## config.mk

```make
export PLATFORM = sky130hd
export DESIGN_NAME = permutation_rank_unrank_7
export DESIGN_NICKNAME = d
export VERILOG_FILES = /design/src/sv/prr7_pkg.sv /design/src/sv/permutation_rank_unrank_7.sv /design/src/sv/prr7_decode.sv /design/src/sv/prr7_digits.sv /design/src/sv/prr7_merge.sv /design/src/sv/prr7_finish.sv
export SDC_FILE = /design/constraint.sdc
export NUM_CORES = 1
export LEC_CHECK = 0
export BUFFER_PORTS_ARGS = -buffer_cell sky130_fd_sc_hd__buf_4
export CAP_MARGIN = 25
export CORE_MARGIN = 2
export CORE_UTILIZATION = 35
export CTS_CLUSTER_DIAMETER = 100
export DETAILED_ROUTE_END_ITERATION = 10
export GPL_TIMING_DRIVEN = 0
export HOLD_SLACK_MARGIN = 0.12
export SLEW_MARGIN = 15
export SYNTH_ARGS = -nofsm -noshare
export SYNTH_HDL_FRONTEND = slang
export SYNTH_HIERARCHICAL = 1
export SYNTH_SLANG_ARGS = --single-unit
```

## constraint.sdc

```tcl
create_clock -name clk -period 13.65 [get_ports clk]
set_input_delay 0.6825 -clock clk [delete_from_list [all_inputs] [get_ports clk]]
set_output_delay 0.6825 -clock clk [all_outputs]
set_load 0.1 [all_outputs]
```

## src/sv/prr7_pkg.sv

```systemverilog
// ----------------------------------------------------------------------------
// prr7_pkg
// Shared types, constants and helper functions for the seven-element
// permutation rank/unrank pipeline.
// ----------------------------------------------------------------------------
package prr7_pkg;

    localparam int NUM_ELEMS = 7;
    localparam int NUM_PERMS = 5040;

    // Operation codes
    localparam logic OP_RANK   = 1'b0;
    localparam logic OP_UNRANK = 1'b1;

    typedef logic [2:0]  elem_t;
    typedef logic [12:0] rank_t;
    typedef logic [6:0]  mask_t;

    // Factorials 0! .. 6!
    localparam rank_t FACT [NUM_ELEMS] = '{13'd1, 13'd1, 13'd2, 13'd6, 13'd24, 13'd120, 13'd720};

    // Incoming request, as taken from the input ports
    typedef struct packed {
        logic            op;
        elem_t [6:0]     elem;
        rank_t           rank;
    } req_t;

    // Work item carried through the pipeline
    typedef struct packed {
        logic            op;
        logic            bad;
        elem_t [6:0]     digit;
        rank_t           rem;
        rank_t           acc;
        mask_t           used;
        elem_t [6:0]     pick;
    } work_t;

    // Final result
    typedef struct packed {
        rank_t           rank;
        elem_t [6:0]     elem;
        logic            bad;
    } res_t;

    // Quotient digit of r by a constant factorial f, for r below 7*f
    function automatic elem_t div_digit(input rank_t r, input rank_t f);
        elem_t d;
        d = '0;
        for (int k = 1; k < NUM_ELEMS; k++) begin
            if (r >= rank_t'(k * f)) begin
                d = d + elem_t'(1);
            end
        end
        return d;
    endfunction

    // Returns the d-th (from 0) value not set in used
    function automatic elem_t pick_nth(input mask_t used, input elem_t d);
        elem_t seen;
        elem_t pick;
        logic  found;
        seen  = '0;
        pick  = '0;
        found = 1'b0;
        for (int v = 0; v < NUM_ELEMS; v++) begin
            if (!used[v] && !found) begin
                if (seen == d) begin
                    pick  = elem_t'(v);
                    found = 1'b1;
                end else begin
                    seen = seen + elem_t'(1);
                end
            end
        end
        return pick;
    endfunction

    // Marks value v as used
    function automatic mask_t mark_used(input mask_t used, input elem_t v);
        return used | (mask_t'(1) << v);
    endfunction

endpackage

```

## src/sv/permutation_rank_unrank_7.sv

```systemverilog
// ----------------------------------------------------------------------------
// permutation_rank_unrank_7
// Each conversion passes the registered stages decode, digits, merge and finish in order.
// Throughput: one conversion per cycle while no stall is held; each stage advances
// when empty or when the next stage takes its item, so a stall backs up without loss.
// Reset: rst_n clears the stage valid bits only; the payload registers are not reset.
// ----------------------------------------------------------------------------
module permutation_rank_unrank_7 (
    input  logic                 clk,
    input  logic                 rst_n,
    input  logic                 in_valid,
    output logic                 in_stall,
    input  logic                 op,
    input  prr7_pkg::elem_t      elem_in_0,
    input  prr7_pkg::elem_t      elem_in_1,
    input  prr7_pkg::elem_t      elem_in_2,
    input  prr7_pkg::elem_t      elem_in_3,
    input  prr7_pkg::elem_t      elem_in_4,
    input  prr7_pkg::elem_t      elem_in_5,
    input  prr7_pkg::elem_t      elem_in_6,
    input  prr7_pkg::rank_t      rank_in,
    output logic                 out_valid,
    input  logic                 out_stall,
    output prr7_pkg::rank_t      rank_out,
    output prr7_pkg::elem_t      elem_out_0,
    output prr7_pkg::elem_t      elem_out_1,
    output prr7_pkg::elem_t      elem_out_2,
    output prr7_pkg::elem_t      elem_out_3,
    output prr7_pkg::elem_t      elem_out_4,
    output prr7_pkg::elem_t      elem_out_5,
    output prr7_pkg::elem_t      elem_out_6,
    output logic                 bad_input
);
    import prr7_pkg::*;

    req_t  req;
    work_t s1_data;
    work_t s2_data;
    work_t s3_data;
    res_t  res;
    logic  s1_valid;
    logic  s2_valid;
    logic  s3_valid;
    logic  s1_ready;
    logic  s2_ready;
    logic  s3_ready;
    logic  s4_ready;

    // Pack the request
    assign req.op      = op;
    assign req.elem[0] = elem_in_0;
    assign req.elem[1] = elem_in_1;
    assign req.elem[2] = elem_in_2;
    assign req.elem[3] = elem_in_3;
    assign req.elem[4] = elem_in_4;
    assign req.elem[5] = elem_in_5;
    assign req.elem[6] = elem_in_6;
    assign req.rank    = rank_in;

    assign in_stall = !s1_ready;

    // Pipeline stages
    prr7_decode u_decode (
        .clk        (clk),
        .rst_n      (rst_n),
        .in_valid   (in_valid),
        .in_data    (req),
        .up_ready   (s1_ready),
        .out_valid  (s1_valid),
        .out_data   (s1_data),
        .down_ready (s2_ready)
    );

    prr7_digits u_digits (
        .clk        (clk),
        .rst_n      (rst_n),
        .in_valid   (s1_valid),
        .in_data    (s1_data),
        .up_ready   (s2_ready),
        .out_valid  (s2_valid),
        .out_data   (s2_data),
        .down_ready (s3_ready)
    );

    prr7_merge u_merge (
        .clk        (clk),
        .rst_n      (rst_n),
        .in_valid   (s2_valid),
        .in_data    (s2_data),
        .up_ready   (s3_ready),
        .out_valid  (s3_valid),
        .out_data   (s3_data),
        .down_ready (s4_ready)
    );

    prr7_finish u_finish (
        .clk        (clk),
        .rst_n      (rst_n),
        .in_valid   (s3_valid),
        .in_data    (s3_data),
        .up_ready   (s4_ready),
        .out_valid  (out_valid),
        .out_data   (res),
        .down_ready (!out_stall)
    );

    // Unpack the result
    assign rank_out   = res.rank;
    assign elem_out_0 = res.elem[0];
    assign elem_out_1 = res.elem[1];
    assign elem_out_2 = res.elem[2];
    assign elem_out_3 = res.elem[3];
    assign elem_out_4 = res.elem[4];
    assign elem_out_5 = res.elem[5];
    assign elem_out_6 = res.elem[6];
    assign bad_input  = res.bad;

endmodule

```

## src/sv/prr7_decode.sv

```systemverilog
// ----------------------------------------------------------------------------
// prr7_decode
// Stage 1: input check, Lehmer digits in rank mode, first two factorial
// digits in unrank mode.
// ----------------------------------------------------------------------------
module prr7_decode (
    input  logic             clk,
    input  logic             rst_n,
    input  logic             in_valid,
    input  prr7_pkg::req_t   in_data,
    output logic             up_ready,
    output logic             out_valid,
    output prr7_pkg::work_t  out_data,
    input  logic             down_ready
);
    import prr7_pkg::*;

    logic  valid_reg;
    work_t data_reg;
    work_t data_next;

    // Stage logic
    always_comb begin
        rank_t r1;
        rank_t r2;
        logic  bad;
        data_next    = '0;
        data_next.op = in_data.op;
        bad          = 1'b0;
        r1           = '0;
        r2           = '0;
        if (in_data.op == OP_RANK) begin
            // out-of-set value or duplicate
            for (int i = 0; i < NUM_ELEMS; i++) begin
                if (in_data.elem[i] == elem_t'(NUM_ELEMS)) begin
                    bad = 1'b1;
                end
                for (int j = i + 1; j < NUM_ELEMS; j++) begin
                    if (in_data.elem[i] == in_data.elem[j]) begin
                        bad = 1'b1;
                    end
                end
            end
            // digit i: later elements smaller than element i
            for (int i = 0; i < NUM_ELEMS; i++) begin
                for (int j = i + 1; j < NUM_ELEMS; j++) begin
                    if (in_data.elem[j] < in_data.elem[i]) begin
                        data_next.digit[i] = data_next.digit[i] + elem_t'(1);
                    end
                end
            end
        end else begin
            bad                = (in_data.rank >= rank_t'(NUM_PERMS));
            data_next.digit[0] = div_digit(in_data.rank, FACT[6]);
            r1 = rank_t'(in_data.rank - rank_t'(rank_t'(data_next.digit[0]) * FACT[6]));
            data_next.digit[1] = div_digit(r1, FACT[5]);
            r2 = rank_t'(r1 - rank_t'(rank_t'(data_next.digit[1]) * FACT[5]));
        end
        data_next.bad = bad;
        data_next.rem = r2;
    end

    assign up_ready  = !valid_reg || down_ready;
    assign out_valid = valid_reg;
    assign out_data  = data_reg;

    // Valid bit
    always_ff @(posedge clk or negedge rst_n) begin
        if (!rst_n) begin
            valid_reg <= 1'b0;
        end else if (up_ready) begin
            valid_reg <= in_valid;
        end
    end

    // Payload
    always_ff @(posedge clk) begin
        if (up_ready && in_valid) begin
            data_reg <= data_next;
        end
    end

endmodule

```

## src/sv/prr7_digits.sv

```systemverilog
// ----------------------------------------------------------------------------
// prr7_digits
// Stage 2: high part of the rank sum in rank mode, remaining factorial
// digits in unrank mode.
// ----------------------------------------------------------------------------
module prr7_digits (
    input  logic             clk,
    input  logic             rst_n,
    input  logic             in_valid,
    input  prr7_pkg::work_t  in_data,
    output logic             up_ready,
    output logic             out_valid,
    output prr7_pkg::work_t  out_data,
    input  logic             down_ready
);
    import prr7_pkg::*;

    logic  valid_reg;
    work_t data_reg;
    work_t data_next;

    // Stage logic
    always_comb begin
        rank_t r3;
        rank_t r4;
        data_next = in_data;
        r3        = '0;
        r4        = '0;
        if (in_data.op == OP_RANK) begin
            data_next.acc = rank_t'(rank_t'(rank_t'(in_data.digit[0]) * FACT[6])
                                  + rank_t'(rank_t'(in_data.digit[1]) * FACT[5])
                                  + rank_t'(rank_t'(in_data.digit[2]) * FACT[4]));
        end else begin
            data_next.digit[2] = div_digit(in_data.rem, FACT[4]);
            r3 = rank_t'(in_data.rem - rank_t'(rank_t'(data_next.digit[2]) * FACT[4]));
            data_next.digit[3] = div_digit(r3, FACT[3]);
            r4 = rank_t'(r3 - rank_t'(rank_t'(data_next.digit[3]) * FACT[3]));
            // r4 below 6: divide by 2 and 1
            data_next.digit[4] = elem_t'(r4[2:1]);
            data_next.digit[5] = elem_t'(r4[0]);
            data_next.digit[6] = '0;
        end
    end

    assign up_ready  = !valid_reg || down_ready;
    assign out_valid = valid_reg;
    assign out_data  = data_reg;

    // Valid bit
    always_ff @(posedge clk or negedge rst_n) begin
        if (!rst_n) begin
            valid_reg <= 1'b0;
        end else if (up_ready) begin
            valid_reg <= in_valid;
        end
    end

    // Payload
    always_ff @(posedge clk) begin
        if (up_ready && in_valid) begin
            data_reg <= data_next;
        end
    end

endmodule

```

## src/sv/prr7_merge.sv

```systemverilog
// ----------------------------------------------------------------------------
// prr7_merge
// Stage 3: low part of the rank sum in rank mode, value selection for
// positions 0 to 2 in unrank mode.
// ----------------------------------------------------------------------------
module prr7_merge (
    input  logic             clk,
    input  logic             rst_n,
    input  logic             in_valid,
    input  prr7_pkg::work_t  in_data,
    output logic             up_ready,
    output logic             out_valid,
    output prr7_pkg::work_t  out_data,
    input  logic             down_ready
);
    import prr7_pkg::*;

    logic  valid_reg;
    work_t data_reg;
    work_t data_next;

    // Stage logic
    always_comb begin
        data_next = in_data;
        if (in_data.op == OP_RANK) begin
            data_next.acc = rank_t'(in_data.acc
                                  + rank_t'(rank_t'(in_data.digit[3]) * FACT[3])
                                  + rank_t'(rank_t'(in_data.digit[4]) * FACT[2])
                                  + rank_t'(in_data.digit[5]));
        end else begin
            data_next.used = '0;
            for (int i = 0; i < 3; i++) begin
                data_next.pick[i] = pick_nth(data_next.used, in_data.digit[i]);
                data_next.used    = mark_used(data_next.used, data_next.pick[i]);
            end
        end
    end

    assign up_ready  = !valid_reg || down_ready;
    assign out_valid = valid_reg;
    assign out_data  = data_reg;

    // Valid bit
    always_ff @(posedge clk or negedge rst_n) begin
        if (!rst_n) begin
            valid_reg <= 1'b0;
        end else if (up_ready) begin
            valid_reg <= in_valid;
        end
    end

    // Payload
    always_ff @(posedge clk) begin
        if (up_ready && in_valid) begin
            data_reg <= data_next;
        end
    end

endmodule

```

## src/sv/prr7_finish.sv

```systemverilog
// ----------------------------------------------------------------------------
// prr7_finish
// Stage 4: value selection for positions 3 to 6 in unrank mode, then
// result formatting with zeroing of unused and rejected fields.
// ----------------------------------------------------------------------------
module prr7_finish (
    input  logic             clk,
    input  logic             rst_n,
    input  logic             in_valid,
    input  prr7_pkg::work_t  in_data,
    output logic             up_ready,
    output logic             out_valid,
    output prr7_pkg::res_t   out_data,
    input  logic             down_ready
);
    import prr7_pkg::*;

    logic  valid_reg;
    res_t  data_reg;
    res_t  data_next;

    // Stage logic
    always_comb begin
        mask_t       used;
        elem_t [6:0] pick;
        used = in_data.used;
        pick = in_data.pick;
        for (int i = 3; i < NUM_ELEMS - 1; i++) begin
            pick[i] = pick_nth(used, in_data.digit[i]);
            used    = mark_used(used, pick[i]);
        end
        // last position takes the only value left
        pick[6] = pick_nth(used, elem_t'(0));

        data_next     = '0;
        data_next.bad = in_data.bad;
        if (!in_data.bad) begin
            if (in_data.op == OP_RANK) begin
                data_next.rank = in_data.acc;
            end else begin
                data_next.elem = pick;
            end
        end
    end

    assign up_ready  = !valid_reg || down_ready;
    assign out_valid = valid_reg;
    assign out_data  = data_reg;

    // Valid bit
    always_ff @(posedge clk or negedge rst_n) begin
        if (!rst_n) begin
            valid_reg <= 1'b0;
        end else if (up_ready) begin
            valid_reg <= in_valid;
        end
    end

    // Payload
    always_ff @(posedge clk) begin
        if (up_ready && in_valid) begin
            data_reg <= data_next;
        end
    end

endmodule

```

; Word level (Yosys, flattened, before mapping)
; Index checks and enable logic that the tools add are counted.
; W data, S select, Z words.
[classes]
add_sub_neg = 74
n_shift = 6
n_reduce_logical = 130
bitwise = 6
magnitude_cmp = 46
n_mul = 8
mux = 384
eq_ne = 64
[ops]
columns = operator, n
row1 = $mux W3, 231
row2 = $add A3 B1 Y3 const B, 65
row3 = $eq A3 B3 Y1, 57
row4 = $mux W1, 148
row5 = $logic_not A1 Y1, 77
row6 = $lt A3 B3 Y1, 21
row7 = $ge A13 B5 Y1 const B, 4
row8 = $ge A13 B7 Y1 const B, 4
row9 = $shl A1 B3 Y7 const A, 6
row10 = $logic_and A1 B1 Y1, 40
row11 = $ge A13 B10 Y1 const B, 3
row12 = $ge A13 B12 Y1 const B, 3
row13 = $or A7 B7 Y7, 5
row14 = $ge A13 B13 Y1 const B, 2
row15 = $ge A13 B6 Y1 const B, 2
row16 = $ge A13 B8 Y1 const B, 2
row17 = $ge A13 B9 Y1 const B, 2
row18 = $eq A3 B3 Y1 const B, 7
row19 = $logic_not A3 Y1, 6
row20 = $mul A3 B6 Y9 const B, 2
row21 = $mul A3 B2 Y5 const B, 3
row22 = $mul A3 B4 Y7 const B, 2
row23 = $add A13 B10 Y13, 1
row24 = $add A13 B3 Y13, 1
row25 = 19 further kinds, 24
[word_totals]
word_cells = 762
out_inout_bits = 37
reg_bits = 143

; Longest topological paths before layout
; Gate-level depths: netlist of the first run.
[logic_depth]
word_depth = 84
ltp_mapped = 75

; By module
; Netlist of the first run, hierarchy kept.
[modules_own_cells]
columns = module, n_inst, cells_each, area_per_inst_um2
row1 = prr7_merge, 1, 557, 5754.3
row2 = prr7_decode, 1, 642, 5549.1
row3 = prr7_digits, 1, 365, 4534.3
row4 = prr7_finish, 1, 538, 4325.4
row5 = permutation_rank_unrank_7, 1, 2, 7.5

; Worst setup path after synthesis of the first run
; Ideal clock, no wire load.
[synth_timing]
kind = flip-flop to flip-flop
startpoint = register u_merge.data_reg (netlist bit u_merge/out_data[65])
endpoint = register u_finish.data_reg (netlist bit u_finish/out_data[21]), data pin
period_less_slack_ps = 14003
setup_ps = 176
setup_slack_ps = -353
required_time_ps = 13474
stages_incl_launch_ff = 66
arrival_time_ps = 13827
cell_sequence = edfxtp_1 -> buf_2 -> or2_1 -> nor2_1 -> nor2_1 -> ha_1 -> nor2_1 -> nor4_1 -> or4_1 -> buf_2 -> and3_1 -> or2_2 -> ha_1 -> a211oi_1 -> nor3_1 -> ha_1 -> and3b_1 -> or3_1 -> (+30 left out) -> nand2_1 -> a21o_1 -> a211oi_1 -> or2_2 -> ha_1 -> xor2_1 -> nor3_1 -> and3_1 -> a311oi_2 -> nor2_1 -> nor2_1 -> mux2_2 -> ha_1 -> nor4_1 -> nor4_2 -> a221oi_2 -> a31oi_2 -> nor4_1
[synth_between]
elab_chain_cells = 83
word_cells_on_any_way = 218
cone_classes = add/sub (15) / eq/ne (18) / shift (3) / mux (113) / bitwise (3) / reduce/logical (66)
[synth_lines]
columns = item, line
row1 = "start, declared", prr7_merge.sv:19  ; work_t data_reg;
row2 = "start signal, assigned", prr7_merge.sv:55  ; data_reg <= data_next;
row3 = $logic_not A3 Y1, prr7_pkg.sv:69  ; if (seen == d) begin
row4 = $mux W1, prr7_pkg.sv:69
row5 = $mux W1, prr7_pkg.sv:68  ; if (!used[v] && !found) begin
row6 = "$add A3 B1 Y3, or another cell as far along", prr7_pkg.sv:73  ; seen = seen + elem_t'(1);
row7 = "$mux W3, or another cell as far along", prr7_pkg.sv:69
row8 = $mux W3 / $mux W1 (equally long branches), prr7_pkg.sv:68
row9 = "$add A3 B1 Y3, or another cell as far along", prr7_pkg.sv:73
row10 = "$mux W3, or another cell as far along", prr7_pkg.sv:69
row11 = (+67 left out), -
row12 = $logic_and A1 B1 Y1, prr7_pkg.sv:68
row13 = $mux W1, prr7_pkg.sv:68
row14 = $logic_not A1 Y1, prr7_pkg.sv:68
row15 = $logic_and A1 B1 Y1, prr7_pkg.sv:68
row16 = $mux W1, prr7_pkg.sv:68
row17 = $logic_not A1 Y1, prr7_pkg.sv:68
row18 = $logic_and A1 B1 Y1, prr7_pkg.sv:68
row19 = $mux W3 (*), prr7_pkg.sv:68
row20 = "end signal, assigned", prr7_finish.sv:62  ; data_reg <= data_next;
row21 = "end, declared", prr7_finish.sv:19  ; res_t data_reg;
; Mark *: on every way between the ends. The rest lies on a longest branch, timed or not.
; A chain may end at the register's enable or synchronous reset.

; Worst setup path after layout of the first run
[layout_timing]
startpoint = register u_merge.data_reg (netlist bit u_merge/out_data[64])
endpoint = register u_finish.data_reg (netlist bit u_finish/out_data[21]), data pin
; Same word-level chain as after synthesis.

==> impl_metrics.tcl, run 1 <==
set metrics [dict create \
    ant_nets 0 \
    drv_cap 0 \
    outcome "complete, no violations" \
    cts_tree "yes" \
    worst_slew_pin_slew_ns 0.8600 \
    wirelength_um 46270 \
    cp_slowest_stage_delay_ns 0.51 \
    via_per_inst 5.365 \
    min_period_ns 13.62 \
    grt_max_degree 34 \
    use_met1_pct 22.35 \
    slowest_stage "or4_4" \
    use_met3_pct 1.686 \
    netlist_instances 2021 \
    root_buffer "clkbuf_16" \
    fin_util_pct 42.86 \
    overflow 0 \
    setup_viol 0 \
    vias 15660 \
    dr.first_iter.drc_count 1020 \
    top_usage_layer "met2" \
    dr.pass1.iters 7 \
    die_x_um 231.3 \
    die_area_mm2 0.05351 \
    syn_area_mm2 0.01809 \
    end_kind "register" \
    grt_pass1_wl_um 74600 \
    numCtsBuffers 17 \
    clk_pin_slew_ns 0.07 \
    required_ns 13.85 \
    h-tree-depth 4 \
    drcViolationCount 0 \
    relSlewSlack_pct 42.67 \
    hold_violations 0 \
    area_growth_syn_to_layout_pct 21.33 \
    port_buffers 75 \
    hold_path.class "input port to register" \
    cts_sinks 158 \
    grtUsageTotal_pct 16.82 \
    clock.fmax_ghz 0.07343 \
    drive_above_1_share_pct 22.87 \
    path_common_cell "ha_4" \
    grt_pass1_vias 14950 \
    synth_warnings 6 \
    die_h_um 231.3 \
    gp_congestion 0.8947 \
    path_class "register to register" \
    finClkSkew_ns 0.01260 \
    num_io_pins 76 \
    clock_latency_ns 0.45 \
    post-dp-hpwl_um 35360 \
    antennaDiodeCount 0 \
    grt_setup_unrepaired "true" \
    fin_crit_sh_pct 99.76 \
    start_kind "register" \
    antenna_found_initial 0 \
    slew_viol_final 0 \
    gr-usage-met2_pct 29.29 \
    wire_per_inst_um 15.85 \
    cts.path.max_buffers 2 \
    syn_area_per_cell_um2 8.950 \
    fin_nets 2488 \
    path_max_fanout 5 \
    row_count 83 \
    critical_path_arrival_ns 13.82 \
    start_util_pct 35.33 \
    core_area_mm2 0.05120 \
]
-- layout make-up --
| class | count | area, um2 |
|---|---|---|
| Multi-Input combinational cell | 1670 | 13500 |
| Sequential cell | 158 | 4725 |
| Clock inverter | 14 | 120.1 |
| Tap cell | 680 | 850.8 |
| Buffer | 86 | 560.5 |
| Timing Repair Buffer | 157 | 1246 |
| Fill cell | 4933 | 29250 |
| Clock buffer | 18 | 429.2 |
| Inverter | 136 | 510.5 |
-- metrics by stage --
stage	setup TNS (ns)	setup WS (ns)	instances	hold WS, ns	instance area (um2)
finish	0	0.03226	2919	0.4280	21940
global placement	-9.705	-1.365	2807	0.4416	19660
detailed placement	-13.70	-1.643	2810	0.4273	19730
CTS	0	0.002932	2876	0.4084	20930
floorplan	0	0.04378	2052	0.3869	18240
global route	-2.604	-0.6260	2919	0.4165	21940
-- final timing paths --
check	endpoint	slack (ns)	startpoint	cells past startpoint
min reg2reg	u_digits/out_data[75]	0.44	u_decode/out_data[75]	0
max	u_finish/out_data[21]	0.03	u_merge/out_data[64]	68
max reg2reg	u_finish/out_data[21]	0.03	u_merge/out_data[64]	68
min	u_decode/out_valid	0.43	in_valid	2
min in group asynchronous	u_decode/out_valid	0.56	rst_n	2
max in group asynchronous	u_merge/out_valid	12.99	rst_n	2
-- sequential cells by signal (all words and copies together), names as in the netlist --
signal	cells
u_decode/out_valid	1
u_finish/out_data	35
u_merge/out_valid	1
u_decode/out_data	30
u_finish/out_valid	1
u_merge/out_data	40
u_digits/out_data	49
u_digits/out_valid	1
-- per-layer routing --
layer	wire, um	vias up
met4	654	0
met1	21210	7533
met2	22740	347
met5	0	-
li1	-	7728
met3	1665	53
-- repair_timing --
item | in CTS | in global routing
hold buffers | 1 | 0
setup buffers | 33 | 45
hold endpoints to repair | 4 | 0
setup endpoints to repair | 12 | 17
pin swaps | 34 | 91
resized for setup | 76 | 143
-- cell usage in the layout, fill, tap and decap left out, drive strengths merged, types with 47 or more instances in the layout --
| cell | n |
|---|---|
| xor2 | 59 |
| ha | 199 |
| nand2b | 54 |
| o21ai | 119 |
| edfxtp | 154 |
| nand3 | 64 |
| and2 | 57 |
| a21oi | 105 |
| buf | 213 |
| inv | 138 |
| xnor2 | 86 |
| clkbuf | 47 |
| nor2b | 50 |
| nor3 | 54 |
| nor2 | 156 |
| nand2 | 143 |
-- critical path, delay by kind of cell, from the launching register on --
family                   cells  cell delay (ns)
buffers and inverters        7             0.84
multiplexers                 1             0.33
AO/OA/AOI/OAI               17             3.48
AND/OR/NAND/NOR             28             4.65
adder cells (fa/ha/maj)     10             2.86
flip-flops                   1             0.40
XOR/XNOR                     5             0.80
Power of run 1 is left out: the tool's default activity adds up to more than one toggle a clock period on the data nets, which glitch-free logic cannot reach.
==> run 2: changes to the inputs <==
PLACE_DENSITY = 0.5   (was unset)
==> run 2 against run 1 <==
- first-iteration DRC count decreased by 18%
- setup slack improved by 0.35 ns
- cell area decreased by 0.42%
- sequential cell count unchanged
- highest routed layer unchanged
- sequential share of layout area increased by 0.090 points
- largest cell class unchanged
- register-to-register slack improved by 0.35 ns
==> impl_metrics.tcl, run 2 (same netlist as run 1, synthesis figures left out) <==
set metrics [dict create \
    drive_above_1_share_pct 22.66 \
    required_ns 13.84 \
    start_kind "register" \
    path_common_cell "ha_4" \
    dr.first_iter.drc_count 839 \
    vias 15400 \
    area_growth_syn_to_layout_pct 20.82 \
    start_util_pct 35.33 \
    path_max_fanout 5 \
    crit_start "u_merge/out_data[64]" \
    cts.path.max_buffers 2 \
    hold_start "u_decode/out_data[75]" \
    relSlewSlack_pct 40.98 \
    largest_register_ffs 49 \
    die_h_um 231.3 \
    grtUsageTotal_pct 17.44 \
    hold_violations 0 \
    cts_sinks 158 \
    die_x_um 231.3 \
    r2r-start "u_merge/out_data[64]" \
    final_common_cell "buf_4" \
    row_count 83 \
    finClkSkew_ns 0.01138 \
    core_area_mm2 0.05120 \
    via_per_inst 5.287 \
    wirelength_um 47280 \
    slew_viol_final 0 \
    outcome "complete, no violations" \
    cp_slowest_stage_delay_ns 0.55 \
    fin_crit_sh_pct 97.19 \
    cts_tree "yes" \
    min_period_ns 13.27 \
    drv_cap 0 \
    root_buffer "clkbuf_16" \
    grt_max_degree 36 \
    clock.fmax_ghz 0.07538 \
    end_kind "register" \
    regArea_mm2 0.004725 \
    clk_pin_slew_ns 0.07 \
    h-tree-depth 4 \
    final_cell_mix "buf_4, ha_1, edfxtp_1" \
    antenna_found_initial 0 \
    ant_nets 0 \
    grt_pass1_wl_um 76080 \
    die_area_mm2 0.05351 \
    grt_pass1_vias 14840 \
    clock_latency_ns 0.44 \
    fin_nets 2482 \
    gp_congestion 0.8873 \
    num_io_pins 76 \
    postLayoutCellArea_mm2 0.02185 \
    wire_per_inst_um 16.23 \
    multi_input_area_mm2 0.01346 \
    post-dp-hpwl_um 36410 \
    grt_setup_unrepaired "true" \
    port_buffers 75 \
    dr.pass1.iters 6 \
    slowest_stage "or4_4" \
    critical_path_arrival_ns 13.46 \
    drcViolationCount 0 \
    hold_path.class "register to register" \
    setup_viol 0 \
    place_area_mm2 0.01972 \
    numCtsBuffers 17 \
    antennaDiodeCount 0 \
    n_fill_cell 5000 \
    worst_slew_pin_slew_ns 0.8761 \
    path_class "register to register" \
    overflow 0 \
]
## run 2: changes by cell type in the layout (fill, tap and decap cells not counted), sizes merged
cell / before / now
clkinv: 7 / 2
bufinv: 1 / 2
buf: 213 / 208
clkinvlp: 4 / 3
inv: 138 / 142
## run 2: routing by layer
metal	vias up	track usage (%)	share of wire [%]
met2	291	29.52	47
met4	0	4.516	1.8
met1	7325	23.50	48
li1	7735	-	-
met5	-	0	0
met3	51	2.042	3.2
## run 2: area by class of cell
class                           instances  share of cell area (%)
Inverter                              136                   2.347
Clock buffer                           19                   1.981
Tap cell                              680                   3.893
Timing Repair Buffer                  155                   5.559
Clock inverter                         13                  0.7100
Multi-Input combinational cell       1670                   61.59
Sequential cell                       158                   21.62
Buffer                                 82                   2.296
## run 2: path summary, 6_finish.rpt
path	to	cells past startpoint	slack (ns)
max reg2reg	u_finish/out_data[20]	70	0.38
min reg2reg	u_digits/out_data[75]	0	0.43
min	u_digits/out_data[75]	0	0.43
max in group asynchronous	u_digits/out_valid	2	12.97
max	u_finish/out_data[20]	70	0.38
min in group asynchronous	u_merge/out_valid	2	0.57
## run 2: repair_timing
item / CTS / global route
pin swaps: 36 / 77
setup buffers: 39 / 37
setup endpoints to repair: 13 / 18
endpoints found under the hold margin: 4 / 0
hold buffers: 1 / 0
gates resized for setup: 95 / 115
## run 2: through the flow
stage / std cells / TNS, ns / util (%) / hold slack (ns) / worst slack [ns]
final: 2913 / 0 / 42.68 / 0.4344 / 0.3835
after global routing: 2913 / -0.5296 / 42.68 / 0.4136 / -0.1799
after floorplan: 2052 / 0 / - / 0.3869 / 0.04378
after global placement: 2807 / -10.57 / 38.39 / 0.4116 / -1.440
after CTS: 2882 / 0 / 41.18 / 0.4118 / 0.01173
after detailed placement: 2810 / -13.93 / 38.52 / 0.4244 / -1.736
## run 2: worst max-delay path: cells and delay by family (launching register included)
family / cells / cell delay (ns)
AOI/OAI and AO/OA: 18 / 3.23
xor gates and xnor gates: 4 / 0.71
adders and majority gates: 10 / 2.68
buffers and inverters: 7 / 0.81
DFF: 1 / 0.47
muxes: 3 / 0.78
and+or+nand+nor: 28 / 4.28
Power of run 2 is left out for the same reason.
==> run 3: changes to the inputs <==
ABC_AREA = 1   (was unset)
SETUP_SLACK_MARGIN = 0.02   (was unset)
==> run 3 against run 2 <==
- synthesized area is 2.7% lower
- first-iteration DRC count is 23% lower
- critical path depth stayed put
- sequential cell count stayed put
- die area is 2.7% lower
- sequential share of layout area is 2.2 points higher
- non-clock buffer count is 106 lower
- clock skew is 0.0025 ns lower
- register-to-register slack better by 2.0 ns
==> impl_metrics.tcl, run 3 <==
set metrics [dict create \
    hold_depth 0 \
    fin_crit_sh_pct 82.97 \
    core_area_mm2 0.04986 \
    grt_pass1_vias 14350 \
    relSlewSlack_pct 49.36 \
    hold_violations 0 \
    overflow 0 \
    slowest_stage "a21boi_1" \
    clock.fmax_ghz 0.08830 \
    syn_area_mm2 0.01760 \
    netlist_instances 2294 \
    r2r_cells 80 \
    cts_resized 0 \
    hold_start "u_digits/out_data[75]" \
    r2r-end "u_finish/out_data[19]" \
    wirelength_um 40370 \
    grt_setup_unrepaired "false" \
    largest_register_ffs 49 \
    critical_path_arrival_ns 11.52 \
    finClkSkew_ns 0.008833 \
    hold_end "u_merge/out_data[75]" \
    path_common_cell "ha_1" \
    grtUsageTotal_pct 15.76 \
    slew_viol_final 0 \
    cp_slowest_stage_delay_ns 0.58 \
    cts.path.max_buffers 2 \
    hold_path.class "register to register" \
    holdBufCountCts 1 \
    end_kind "register" \
    start_util_pct 35.29 \
    via_per_inst 4.713 \
    root_buffer "clkbuf_16" \
    vias 14660 \
    setup_viol 0 \
    row_count 82 \
    final_common_cell "nand2_1" \
    clock_latency_ns 0.45 \
    start_kind "input port" \
    die_h_um 228.2 \
    syn_area_per_cell_um2 7.670 \
    finalSetupTns_ns 0 \
    num_io_pins 76 \
    required_ns 13.85 \
    antennaDiodeCount 0 \
    r2r_slack_ns 2.41 \
    port_buffers 75 \
    grt_max_degree 24 \
    drcViolationCount 0 \
    wire_per_inst_um 12.98 \
    die_x_um 228.2 \
    numCtsBuffers 17 \
    n_fill_cell 5182 \
    drive_above_1_share_pct 17.72 \
    fin_nets 2687 \
    min_period_ns 11.32 \
    clk_pin_slew_ns 0.07 \
    final_cells 3110 \
    ant_nets 0 \
    synth_warnings 6 \
    drv_cap 0 \
    antenna_found_initial 0 \
    postCtsSetupRepairBufs 0 \
    die_area_mm2 0.05208 \
    path_max_fanout 7 \
    cts_tree "yes" \
    cts_sinks 158 \
    dr.first_iter.drc_count 646 \
    placed_cells 3077 \
    h-tree-depth 4 \
    worst_slew_pin_slew_ns 0.7579 \
    gp_congestion 0.8408 \
    grt_pass1_wl_um 67930 \
    area_growth_syn_to_layout_pct 12.74 \
    r2r-start "u_merge/out_data[63]" \
    outcome "complete, no violations" \
    post-dp-hpwl_um 33990 \
    final_cell_mix "nand2_1, inv_1, nand3_1" \
    path_class "input port to register" \
    dr.pass1.iters 5 \
]
==> run 3: how the worst max path moves through the flow <==
stage	start	endpoint	slack, ns	cells after the start
final	rank_in[11]	u_decode/out_data[53]	2.33	70
after floorplan	rank_in[6]	u_decode/out_data[53]	3.23	70
after global placement	rank_in[11]	u_decode/out_data[53]	1.93	70
after global routing	rank_in[11]	u_decode/out_data[53]	1.07	69
after detailed placement	rank_in[11]	u_decode/out_data[53]	1.81	70
after CTS	rank_in[11]	u_decode/out_data[53]	2.27	70
==> run 3: metal layers <==
layer / wire [um] / part of all wire [%] / vias to the layer above / GRT usage, %
met5: 0 / 0 / - / 0
met4: 828 / 2.1 / 0 / 4.902
met3: 1166 / 2.9 / 46 / 1.912
met2: 19800 / 49 / 208 / 28.38
met1: 18570 / 46 / 6653 / 19.57
li1: - / - / 7749 / -
==> run 3: stage by stage <==
| stage | util (%) | area [um2] | setup slack [ns] | hold slack (ns) |
|---|---|---|---|---|
| 3_3_place_gp | 38.34 | 19120 | 1.925 | 0.4231 |
| 6_report | 39.78 | 19840 | 2.325 | 0.4322 |
| 5_1_grt | 39.78 | 19840 | 1.073 | 0.4473 |
| 2_1_floorplan | - | 17710 | 3.231 | 0.3869 |
| 3_5_place_dp | 38.69 | 19290 | 1.812 | 0.4203 |
| 4_1_cts | 39.78 | 19840 | 2.267 | 0.4359 |
==> run 3: cell type report <==
cell class / instances / area (um2) / share of cell area, %
plain buffers: 50 / 337.8 / 1.703
inverters: 430 / 1619 / 8.161
multi-input cells: 1687 / 11080 / 55.83
well taps: 672 / 840.8 / 4.238
flip-flops and latches: 158 / 4725 / 23.82
repair buffers: 81 / 703.2 / 3.545
clock inverters: 15 / 111.4 / 0.5613
clock buffers: 17 / 425.4 / 2.144
==> run 3: critical path, delay by kind of cell <==
| family | cells | cell delay [ns] |
|---|---|---|
| fa+ha+maj | 13 | 3.80 |
| compound gates | 12 | 2.46 |
| simple gates | 29 | 2.84 |
| xor+xnor | 4 | 0.88 |
| buf+inv | 12 | 0.81 |
Power of run 3 is left out for the same reason.
